**config.mk**
```make
export PLATFORM = sky130hd
export DESIGN_NAME = lfu_cache_table_flat
export DESIGN_NICKNAME = d
export VERILOG_FILES = /design/src/hdl/lfu_pkg.sv /design/src/hdl/lfu_if.sv /design/src/hdl/lfu_datapath.sv /design/src/hdl/lfu_ctrl.sv /design/src/hdl/lfu_cache_table.sv /design/src/flat_wrapper.sv
export SDC_FILE = /design/constraint.sdc
export NUM_CORES = 2
export LEC_CHECK = 0
export BUFFER_PORTS_ARGS = -buffer_cell sky130_fd_sc_hd__buf_2
export CORE_MARGIN = 1.5
export CORE_UTILIZATION = 57
export DETAILED_ROUTE_END_ITERATION = 10
export GPL_TIMING_DRIVEN = 0
export PLACE_DENSITY = 0.77
export RECOVER_POWER = 50
export SYNTH_ARGS = -nofsm -noshare
export SYNTH_HDL_FRONTEND = slang
export SYNTH_SLANG_ARGS = --single-unit
```
**constraint.sdc**
```tcl
create_clock -name clk_i -period 4.9 [get_ports clk_i]
set_input_delay 1.225 -clock clk_i [delete_from_list [all_inputs] [get_ports clk_i]]
set_output_delay 1.225 -clock clk_i [all_outputs]
set_load 0.05 [all_outputs]
```
**src/hdl/lfu_pkg.sv**
```systemverilog
// ----------------------------------------------------------------------------
// lfu_pkg: shared types and constants for the LFU cache table
// Entry count, field widths, commands and register map.
// ----------------------------------------------------------------------------
package lfu_pkg;

  localparam int unsigned Entries   = 16;
  localparam int unsigned IdxBits   = $clog2(Entries);
  localparam int unsigned CountBits = 16;
  localparam int unsigned OccBits   = $clog2(Entries + 1);
  localparam int unsigned CapBits   = 5;
  localparam int unsigned KeyBits   = 32;
  localparam int unsigned ValBits   = 32;
  localparam int unsigned AddrBits  = 3;

  localparam logic [CountBits-1:0] CountMax = '1;
  localparam logic [CapBits-1:0]   CapReset = CapBits'(Entries);
  localparam logic [AddrBits-1:0]  RegCapacity = '0;

  typedef enum logic {
    CmdGet = 1'b0,
    CmdPut = 1'b1
  } cmd_e;

  // Commands from the controller to the datapath
  typedef struct packed {
    logic scan_clr;   // start a new scan
    logic scan_en;    // examine entry at scan index
    logic [IdxBits-1:0] scan_idx;
    logic do_evict;   // remove the chosen victim
    logic do_touch;   // hit update
    logic do_insert;  // insert new key into free slot
    logic load_item;  // capture the request
  } dp_cmd_t;

  // Status from the datapath
  typedef struct packed {
    logic hit;
    logic has_free;
    logic has_victim;
    logic full;       // occupancy reached capacity
    logic cap_zero;
    cmd_e cmd;
  } dp_stat_t;

endpackage

```
**src/hdl/lfu_if.sv**
```systemverilog
// ----------------------------------------------------------------------------
// lfu_req_if / lfu_rsp_if: valid/ready channels of the LFU cache table
// Request carries command, key and value; response carries the result.
// ----------------------------------------------------------------------------
interface lfu_req_if;
  import lfu_pkg::*;
  logic               valid;
  logic               ready;
  logic               command;
  logic [KeyBits-1:0] key;
  logic [ValBits-1:0] value;
  modport source (output valid, command, key, value, input ready);
  modport sink   (input valid, command, key, value, output ready);
endinterface

interface lfu_rsp_if;
  import lfu_pkg::*;
  logic               valid;
  logic               ready;
  logic               found;
  logic [ValBits-1:0] read_value;
  logic               evicted;
  logic [KeyBits-1:0] evicted_key;
  modport source (output valid, found, read_value, evicted, evicted_key, input ready);
  modport sink   (input valid, found, read_value, evicted, evicted_key, output ready);
endinterface

```
**src/hdl/lfu_datapath.sv**
```systemverilog
// ----------------------------------------------------------------------------
// lfu_datapath: entry storage, scan registers and update logic
// Scans one entry a cycle for key match, free slot and LFU/LRU victim.
// ----------------------------------------------------------------------------
module lfu_datapath import lfu_pkg::*; (
  input  logic                 clk_i,
  input  logic                 rst_ni,
  input  dp_cmd_t              cmd_i,
  input  logic [CapBits-1:0]   cap_i,
  input  logic                 in_cmd_i,
  input  logic [KeyBits-1:0]   in_key_i,
  input  logic [ValBits-1:0]   in_val_i,
  output dp_stat_t             stat_o,
  output logic                 found_o,
  output logic [ValBits-1:0]   read_value_o,
  output logic                 evicted_o,
  output logic [KeyBits-1:0]   evicted_key_o
);

  logic [Entries-1:0]   valid_q;
  logic [KeyBits-1:0]   key_q   [Entries];
  logic [ValBits-1:0]   val_q   [Entries];
  logic [CountBits-1:0] cnt_q   [Entries];
  logic [IdxBits-1:0]   rank_q  [Entries];
  logic [OccBits-1:0]   occ_q;

  // captured request
  cmd_e               cmd_q;
  logic [KeyBits-1:0] ikey_q;
  logic [ValBits-1:0] ival_q;

  // scan results
  logic               hit_q, free_q, vic_q;
  logic [IdxBits-1:0] hit_idx_q, free_idx_q, vic_idx_q;

  logic [IdxBits-1:0]   si;
  logic [KeyBits-1:0]   s_key;
  logic [CountBits-1:0] s_cnt, v_cnt;
  logic [IdxBits-1:0]   s_rank, v_rank;
  logic                 better;
  logic [OccBits-1:0]   cap_eff;

  assign si     = cmd_i.scan_idx;
  assign s_key  = key_q[si];
  assign s_cnt  = cnt_q[si];
  assign s_rank = rank_q[si];
  assign v_cnt  = cnt_q[vic_idx_q];
  assign v_rank = rank_q[vic_idx_q];
  assign better = !vic_q || (s_cnt < v_cnt) || (s_cnt == v_cnt && s_rank > v_rank);
  assign cap_eff = (cap_i > CapBits'(Entries)) ? OccBits'(Entries) : OccBits'(cap_i);

  // scan and request registers
  always_ff @(posedge clk_i or negedge rst_ni) begin
    if (!rst_ni) begin
      hit_q <= 1'b0;
      free_q <= 1'b0;
      vic_q <= 1'b0;
      hit_idx_q <= '0;
      free_idx_q <= '0;
      vic_idx_q <= '0;
    end else if (cmd_i.scan_clr) begin
      hit_q <= 1'b0;
      free_q <= 1'b0;
      vic_q <= 1'b0;
    end else if (cmd_i.scan_en) begin
      if (valid_q[si]) begin
        if (s_key == ikey_q && !hit_q) begin
          hit_q <= 1'b1;
          hit_idx_q <= si;
        end
        if (better) begin
          vic_q <= 1'b1;
          vic_idx_q <= si;
        end
      end else if (!free_q) begin
        free_q <= 1'b1;
        free_idx_q <= si;
      end
    end else if (cmd_i.do_evict) begin
      // victim slot becomes the lowest-numbered free slot if it is lower
      free_q <= 1'b1;
      if (!free_q || vic_idx_q < free_idx_q) free_idx_q <= vic_idx_q;
    end
  end

  always_ff @(posedge clk_i) begin
    if (cmd_i.load_item) begin
      cmd_q  <= cmd_e'(in_cmd_i);
      ikey_q <= in_key_i;
      ival_q <= in_val_i;
    end
  end

  // entry updates
  always_ff @(posedge clk_i or negedge rst_ni) begin
    if (!rst_ni) begin
      valid_q <= '0;
      occ_q   <= '0;
    end else if (cmd_i.do_evict) begin
      valid_q[vic_idx_q] <= 1'b0;
      occ_q <= occ_q - OccBits'(1);
    end else if (cmd_i.do_insert) begin
      valid_q[free_idx_q] <= 1'b1;
      occ_q <= occ_q + OccBits'(1);
    end
  end

  always_ff @(posedge clk_i) begin
    for (int i = 0; i < Entries; i++) begin
      if (cmd_i.do_evict) begin
        if (valid_q[i] && rank_q[i] > v_rank) rank_q[i] <= rank_q[i] - IdxBits'(1);
      end else if (cmd_i.do_touch) begin
        if (IdxBits'(i) == hit_idx_q) begin
          rank_q[i] <= '0;
          if (cnt_q[i] != CountMax) cnt_q[i] <= cnt_q[i] + CountBits'(1);
          if (cmd_q == CmdPut) val_q[i] <= ival_q;
        end else if (valid_q[i] && rank_q[i] < rank_q[hit_idx_q]) begin
          rank_q[i] <= rank_q[i] + IdxBits'(1);
        end
      end else if (cmd_i.do_insert) begin
        if (IdxBits'(i) == free_idx_q) begin
          rank_q[i] <= '0;
          cnt_q[i]  <= CountBits'(1);
          key_q[i]  <= ikey_q;
          val_q[i]  <= ival_q;
        end else if (valid_q[i]) begin
          rank_q[i] <= rank_q[i] + IdxBits'(1);
        end
      end
    end
  end

  // result fields, valid once the scan is done
  always_ff @(posedge clk_i) begin
    if (cmd_i.load_item) begin
      evicted_o <= 1'b0;
      evicted_key_o <= '0;
    end else if (cmd_i.do_evict) begin
      evicted_o <= 1'b1;
      evicted_key_o <= key_q[vic_idx_q];
    end
  end

  always_comb begin
    found_o = 1'b0;
    read_value_o = '0;
    if (cmd_q == CmdGet) begin
      found_o = hit_q;
      read_value_o = hit_q ? val_q[hit_idx_q] : '1;
    end else if (cap_i != '0) begin
      found_o = hit_q;
    end
  end

  assign stat_o.hit        = hit_q;
  assign stat_o.has_free   = free_q;
  assign stat_o.has_victim = vic_q;
  assign stat_o.full       = (occ_q >= cap_eff);
  assign stat_o.cap_zero   = (cap_i == '0);
  assign stat_o.cmd        = cmd_q;

  // occupancy never exceeds the entry count
  assert property (@(posedge clk_i) disable iff (!rst_ni) occ_q <= OccBits'(Entries))
    else $error("occupancy overflow");
  // occupancy tracks the valid bits
  assert property (@(posedge clk_i) disable iff (!rst_ni)
    $countones(valid_q) == int'(occ_q))
    else $error("occupancy mismatch");
  // evict and insert never in the same cycle
  assert property (@(posedge clk_i) disable iff (!rst_ni)
    !(cmd_i.do_evict && cmd_i.do_insert))
    else $error("evict and insert overlap");

endmodule

```
**src/hdl/lfu_ctrl.sv**
```systemverilog
// ----------------------------------------------------------------------------
// lfu_ctrl: sequencer for one request of the LFU cache table
// Accept, scan all entries, update, then hold the response.
// ----------------------------------------------------------------------------
module lfu_ctrl import lfu_pkg::*; (
  input  logic     clk_i,
  input  logic     rst_ni,
  input  logic     in_valid_i,
  output logic     in_ready_o,
  output logic     out_valid_o,
  input  logic     out_ready_i,
  input  dp_stat_t stat_i,
  output dp_cmd_t  cmd_o
);

  typedef enum logic [2:0] {
    StIdle, StScan, StDecide, StInsert, StRsp
  } state_e;

  state_e state_q;
  logic [IdxBits-1:0] idx_q;
  logic in_fire;

  assign in_fire    = in_valid_i && in_ready_o;
  assign in_ready_o = (state_q == StIdle);

  always_comb begin
    cmd_o = '0;
    cmd_o.scan_idx  = idx_q;
    cmd_o.load_item = in_fire;
    cmd_o.scan_clr  = in_fire;
    cmd_o.scan_en   = (state_q == StScan);
    if (state_q == StDecide) begin
      // a put with zero capacity leaves the store untouched, hit or not
      if (stat_i.hit && !(stat_i.cmd == CmdPut && stat_i.cap_zero)) begin
        cmd_o.do_touch = 1'b1;
      end else if (!stat_i.hit && stat_i.cmd == CmdPut && !stat_i.cap_zero
                   && stat_i.full && stat_i.has_victim) begin
        cmd_o.do_evict = 1'b1;
      end
    end
    if (state_q == StInsert) cmd_o.do_insert = stat_i.has_free;
  end

  // state register
  always_ff @(posedge clk_i or negedge rst_ni) begin
    if (!rst_ni) begin
      state_q <= StIdle;
      idx_q <= '0;
      out_valid_o <= 1'b0;
    end else begin
      case (state_q)
        StIdle: begin
          idx_q <= '0;
          if (in_fire) state_q <= StScan;
        end
        StScan: begin
          idx_q <= idx_q + IdxBits'(1);
          if (idx_q == IdxBits'(Entries - 1)) state_q <= StDecide;
        end
        StDecide: begin
          if (!stat_i.hit && stat_i.cmd == CmdPut && !stat_i.cap_zero) begin
            state_q <= StInsert;
          end else begin
            state_q <= StRsp;
            out_valid_o <= 1'b1;
          end
        end
        StInsert: begin
          state_q <= StRsp;
          out_valid_o <= 1'b1;
        end
        StRsp: begin
          if (out_ready_i) begin
            out_valid_o <= 1'b0;
            state_q <= StIdle;
          end
        end
        default: state_q <= StIdle;
      endcase
    end
  end

  assert property (@(posedge clk_i) disable iff (!rst_ni) out_valid_o |-> !in_ready_o)
    else $error("accept during response");
  assert property (@(posedge clk_i) disable iff (!rst_ni) in_fire |=> state_q == StScan)
    else $error("scan did not start");
  assert property (@(posedge clk_i) disable iff (!rst_ni)
    cmd_o.do_insert |-> stat_i.cmd == CmdPut)
    else $error("insert on get");

endmodule

```
**src/hdl/lfu_cache_table.sv**
```systemverilog
// ----------------------------------------------------------------------------
// lfu_cache_table: LFU key/value store with LRU tiebreak
// Fully associative, 16 entries, APB capacity register.
// ----------------------------------------------------------------------------
// Channel  Dir  Payload
// req      in   command, key, value
// rsp      out  found, read_value, evicted, evicted_key
// apb      in   capacity at byte address 0
//
// One request at a time: accept, 16-entry scan, update, plus an insert step for
// a put of a new key.
// Response is held until taken; the next request is accepted the cycle after.
// Reset clears valid bits and occupancy; capacity resets to 16.
module lfu_cache_table import lfu_pkg::*; (
  input  logic                clk_i,
  input  logic                rst_ni,
  lfu_req_if.sink             req,
  lfu_rsp_if.source           rsp,
  input  logic                psel,
  input  logic                penable,
  input  logic                pwrite,
  input  logic [AddrBits-1:0] paddr,
  input  logic [31:0]         pwdata,
  output logic [31:0]         prdata,
  output logic                pready
);

  logic [CapBits-1:0] cap_q;
  dp_cmd_t  dcmd;
  dp_stat_t dstat;

  // capacity register
  assign pready = 1'b1;
  always_ff @(posedge clk_i or negedge rst_ni) begin
    if (!rst_ni) cap_q <= CapReset;
    else if (psel && penable && pwrite && paddr == RegCapacity) cap_q <= pwdata[CapBits-1:0];
  end
  assign prdata = (paddr == RegCapacity) ? {{(32-CapBits){1'b0}}, cap_q} : '0;

  lfu_ctrl u_ctrl (
    .clk_i, .rst_ni,
    .in_valid_i (req.valid),
    .in_ready_o (req.ready),
    .out_valid_o(rsp.valid),
    .out_ready_i(rsp.ready),
    .stat_i     (dstat),
    .cmd_o      (dcmd)
  );

  lfu_datapath u_dp (
    .clk_i, .rst_ni,
    .cmd_i        (dcmd),
    .cap_i        (cap_q),
    .in_cmd_i     (req.command),
    .in_key_i     (req.key),
    .in_val_i     (req.value),
    .stat_o       (dstat),
    .found_o      (rsp.found),
    .read_value_o (rsp.read_value),
    .evicted_o    (rsp.evicted),
    .evicted_key_o(rsp.evicted_key)
  );

endmodule

```
**src/flat_wrapper.sv**
```systemverilog
// flat-port wrapper written by rule: the top's interface ports become plain ports
module lfu_cache_table_flat import lfu_pkg::*;
  (clk_i, rst_ni, psel, penable, pwrite, paddr, pwdata, prdata, pready, req_valid, req_command, req_key, req_value, req_ready, rsp_valid, rsp_found, rsp_read_value, rsp_evicted, rsp_evicted_key, rsp_ready);
  lfu_req_if req_i ();
  lfu_rsp_if rsp_i ();
  input  logic clk_i;
  input  logic rst_ni;
  input  logic psel;
  input  logic penable;
  input  logic pwrite;
  input  logic [AddrBits-1:0] paddr;
  input  logic [31:0] pwdata;
  output logic [31:0] prdata;
  output logic pready;
  input wire logic [$bits(req_i.valid)-1:0] req_valid;
  input wire logic [$bits(req_i.command)-1:0] req_command;
  input wire logic [$bits(req_i.key)-1:0] req_key;
  input wire logic [$bits(req_i.value)-1:0] req_value;
  output wire logic [$bits(req_i.ready)-1:0] req_ready;
  output wire logic [$bits(rsp_i.valid)-1:0] rsp_valid;
  output wire logic [$bits(rsp_i.found)-1:0] rsp_found;
  output wire logic [$bits(rsp_i.read_value)-1:0] rsp_read_value;
  output wire logic [$bits(rsp_i.evicted)-1:0] rsp_evicted;
  output wire logic [$bits(rsp_i.evicted_key)-1:0] rsp_evicted_key;
  input wire logic [$bits(rsp_i.ready)-1:0] rsp_ready;
  assign req_i.valid = req_valid;
  assign req_i.command = req_command;
  assign req_i.key = req_key;
  assign req_i.value = req_value;
  assign req_ready = req_i.ready;
  assign rsp_valid = rsp_i.valid;
  assign rsp_found = rsp_i.found;
  assign rsp_read_value = rsp_i.read_value;
  assign rsp_evicted = rsp_i.evicted;
  assign rsp_evicted_key = rsp_i.evicted_key;
  assign rsp_i.ready = rsp_ready;
  lfu_cache_table u_core (.clk_i(clk_i), .rst_ni(rst_ni), .req(req_i), .rsp(rsp_i), .psel(psel), .penable(penable), .pwrite(pwrite), .paddr(paddr), .pwdata(pwdata), .prdata(prdata), .pready(pready));
endmodule
```
==> results_dict.tcl <==
set metrics [dict create \
    status "finished with violations" \
    failed_checks "capacitance limit, slew limit, setup timing" \
    worst_setup_path_start_kind "flip-flop" \
    finalMaxSlewViolations 103 \
    initial_standard_cell_utilization_of_the_core_pct 57.7 \
    cp_slowest_cell "xnor2_1" \
    dominantRegCellSynth "edfxtp_1" \
    yosysMostFrequentCell "edfxtp_1" \
    place_congestion 1.02 \
    dpl.hpwl_um 155000 \
    final.period_utilization_pct 100 \
    synth_edf_count 1393 \
    post_route_drc_violation_count 0 \
    setup_tns_ns -0.0557 \
    placed_cells 6714 \
    syn-instance-count 4757 \
    tritoncts "yes" \
    design.final.nets 5442 \
    netlist-cell-type-count 80 \
    grt_setup_unrepaired "false" \
    yosys-top-cells-count "edfxtp_1 (1393), mux4_2 (669), nor2_1 (407)" \
    maxCapViolCount 4 \
    synthesis.yosys.warnings 0 \
    max_freq_mhz 203 \
    htree_num_levels 4 \
    synthToLayoutAreaGrowth_pct 12.8 \
    hold_end "u_core.u_dp.evicted_key_o[2]" \
    power-per-cell-area_nw_per_um2 477 \
    drive_gt1_share_pct 24.2 \
    worst_slack_ns -0.0220 \
    clk_transition_reported_paths_ns 0.06 \
    maximum_clock_path_buffer_count 3 \
    worstPathCellList "buf_12 > buf_2 > mux4_2 > mux4_2 > xnor2_1 > nand4_1 > nor4_2 > nand4_2 > mux2_1" \
    postSynthAreaPerCell_sq_um 15.8 \
    avgRoutedWirePerCell_um 33.7 \
    cp_max_fo 13 \
    critPathMostFrequentCell "mux4_2" \
    worstMarginPinSlew_ns 3.18 \
    num_vias 50603 \
    post_drt_via_cell_ratio 7.21 \
    synthXorXnorAreaFrac_pct 2.85 \
    yosys.area.top_type_share_pct 55.8 \
    synth_top_cell_by_area "edfxtp_1" \
    cp.arrival_ns 5.62 \
    grt_first_pass_wirelength_um 337000 \
    cts_sinks 1491 \
    core.rowCount 132 \
    timing.final.crit_period_ns 4.92 \
    core_region_area_sq_um 130000 \
    setup.worst_path.class "reg -> reg" \
    ys_top_cells_by_area "edfxtp_1 (56%), mux4_2 (20%), ha_1 (3.2%)" \
    leakagePower_nw 28.4 \
    cts_made_buffers 154 \
    synth_compound_area_share_pct 3.71 \
    grt_use_total_pct 35.7 \
    yosys.area_share.adder_pct 3.23 \
    drt_first_pass_iters 7 \
    reg2reg_from "u_core.u_ctrl.idx_q[0]" \
    detailed_place.area_sq_um 79000 \
    timing.hold.worst_path_depth 2 \
    grt_remaining_overflow 0 \
    rr_endpoint "u_core.u_dp.hit_idx_q[2]" \
    grt_antenna_before_repair 12 \
    critical_path_required_ns 5.59 \
    basic_gate_share_of_the_synthesized_area_counting_and_or_nand_and_nor_cells_pct 7.98 \
    synth_top_family_by_area "multiplexers" \
    maxSlewHeadroom_pct -112 \
    hp-start "u_core.u_dp.evicted_key_o[2]" \
    crit_path_end_kind "flip-flop" \
    clock_tree.root_cell "clkbuf_16" \
    fp.dieArea_sq_um 134000 \
    synth_area_sq_um 75000 \
    power_mw 40.3 \
    stdcell_area_sq_um 84600 \
    fp.dieH_um 366 \
    worst_ir_drop_vdd_v 0.000543 \
    fin_worst_skew_ns 0.0356 \
    finalNonFillerCells 7022 \
    timing.hold.worst.class "reg -> reg" \
    postSynth.asyncResetShare_pct 3.29 \
    die_width_um 366 \
    worstSkewPairLatency_ns 0.82 \
    ff2ff_setup_slack_ns -0.02 \
    worst_r2r_path_depth 9 \
    synth-seq-area-share_pct 58.7 \
    max_stage_delay_ns 0.81 \
    boundaryPins 208 \
    grt_start_max_net_pins 50 \
    drtIter0Drc 9061 \
    finalHoldViolations 0 \
    first_global_vias 48280 \
    ant_nets 0 \
    ys_seq_elements 1491 \
    fin_hold_ws_ns 0.453 \
    report.final.setup_viol 4 \
    wirelength_um 237000 \
    synthMuxAreaShare_pct 21.4 \
    port_buffers 152 \
]
## final cells by class
| class | count | area (sq um) |
|---|---|---|
| clock buffers | 200 | 4160 |
| repair buffers | 214 | 1640 |
| clock inverters | 88 | 866 |
| well taps | 1742 | 2180 |
| flip-flops and latches | 1491 | 44000 |
| inverters | 112 | 445 |
| fillers | 8688 | 45400 |
| diodes | 6 | 15.0 |
| multi-input cells | 2920 | 29700 |
| plain buffers | 249 | 1590 |
## routing by layer
| layer | up-vias | wire length [um] | track usage, % |
|---|---|---|---|
| li1 | 19812 | - | - |
| met1 | 25455 | 81800 | 48.0 |
| met2 | 4521 | 108000 | 53.9 |
| met3 | 803 | 34800 | 10.4 |
| met4 | 12 | 12100 | 16.8 |
| met5 | - | 65 | 0 |
## how the worst max path moves through the flow
stage	startpoint	endpoint	slack (ns)	cells after the start
after floorplan	u_core.u_ctrl.idx_q[1]	u_core.u_dp.vic_idx_q[0]	0.02	16
after global placement	u_core.u_ctrl.state_q[2]	u_core.u_dp.val_q[7][17]	-3.77	7
after detailed placement	u_core.u_ctrl.idx_q[1]	u_core.u_dp.vic_idx_q[0]	-2.13	18
after CTS	u_core.u_ctrl.idx_q[0]	u_core.u_dp.vic_idx_q[3]	0.006	16
after global routing	u_core.u_dp.vic_idx_q[1]	u_core.u_dp.rank_q[10][3]	0.009	11
final	u_core.u_ctrl.idx_q[0]	u_core.u_dp.hit_idx_q[2]	-0.02	9
## what timing repair did
| action | in CTS | in global routing |
|---|---|---|
| endpoints found under the hold margin | 0 | 0 |
| hold buffers | 0 | 0 |
| resized for setup | 227 | 44 |
| setup endpoints to repair | 153 | 55 |
| pin swaps | 0 | 0 |
| buffers inserted | 7 | 17 |
## where the power goes
part,switching (mW),internal (mW),total [mW],leakage (nW)
Clock,5.29,6.56,11.8,2.43
Combinational,8.09,5.69,13.8,12.4
Sequential,0.470,14.2,14.7,13.6
Total,13.8,26.5,40.3,28.4
## worst max-delay path, delay by kind of cell (launching register included)
| kind | cells | cell delay [ns] |
|---|---|---|
| XOR/XNOR | 1 | 0.81 |
| buffers and inverters | 2 | 0.80 |
| flip-flops | 1 | 0.41 |
| multiplexers | 3 | 1.55 |
| AND/OR/NAND/NOR | 3 | 1.20 |
## per-stage QoR
step	utilization, %	setup slack (ns)
after detailed placement	60.8	-2.13
after global routing	65.1	0.00858
after floorplan	-	0.0212
final	65.1	-0.0220
after global placement	60.0	-3.77
after CTS	65.0	0.00578
## flip-flops by register name (all words and copies together), names as in the netlist, 5 cells and up
register and cells:
u_core.u_dp.ikey_q 32, u_core.u_dp.ival_q 32, u_core.u_dp.cnt_q 256, u_core.u_dp.rank_q 64, u_core.u_dp.occ_q 5, u_core.cap_q 5
u_core.u_dp.evicted_key_o 32, u_core.u_dp.valid_q 16, u_core.u_dp.val_q 512, u_core.u_dp.key_q 512
## cells in the final DEF, fill, tap and decap left out, drive strengths merged, types with 32 or more instances in the layout
| cell type | instances |
|---|---|
| dfrtp | 48 |
| nor2b | 37 |
| xor2 | 158 |
| dfxtp | 49 |
| clkbuf | 394 |
| ha | 192 |
| nand3 | 145 |
| nand4 | 71 |
| inv | 113 |
| mux4 | 669 |
| buf | 265 |
| edfxtp | 1393 |
| o21ai | 124 |
| nor2 | 407 |
| nand2 | 296 |
| and2 | 33 |
| a21oi | 130 |
| clkinv | 66 |
| nand2b | 50 |
| and3 | 85 |
| mux2i | 65 |
| xnor2 | 86 |
| or3 | 32 |
## logic make-up (layout without fill, tap and decap cells)
logic type      count (synthesis)  count (layout)
flops                        1491            1491
simple gates                 1254            1254
mux                           760             760
compound gates                441             441
buf+inv                       372             863
xor+xnor                      244             244
fa+ha+maj                     193             193
other cells                     2              34
No activity file was read; power rests on OpenSTA's default activity.
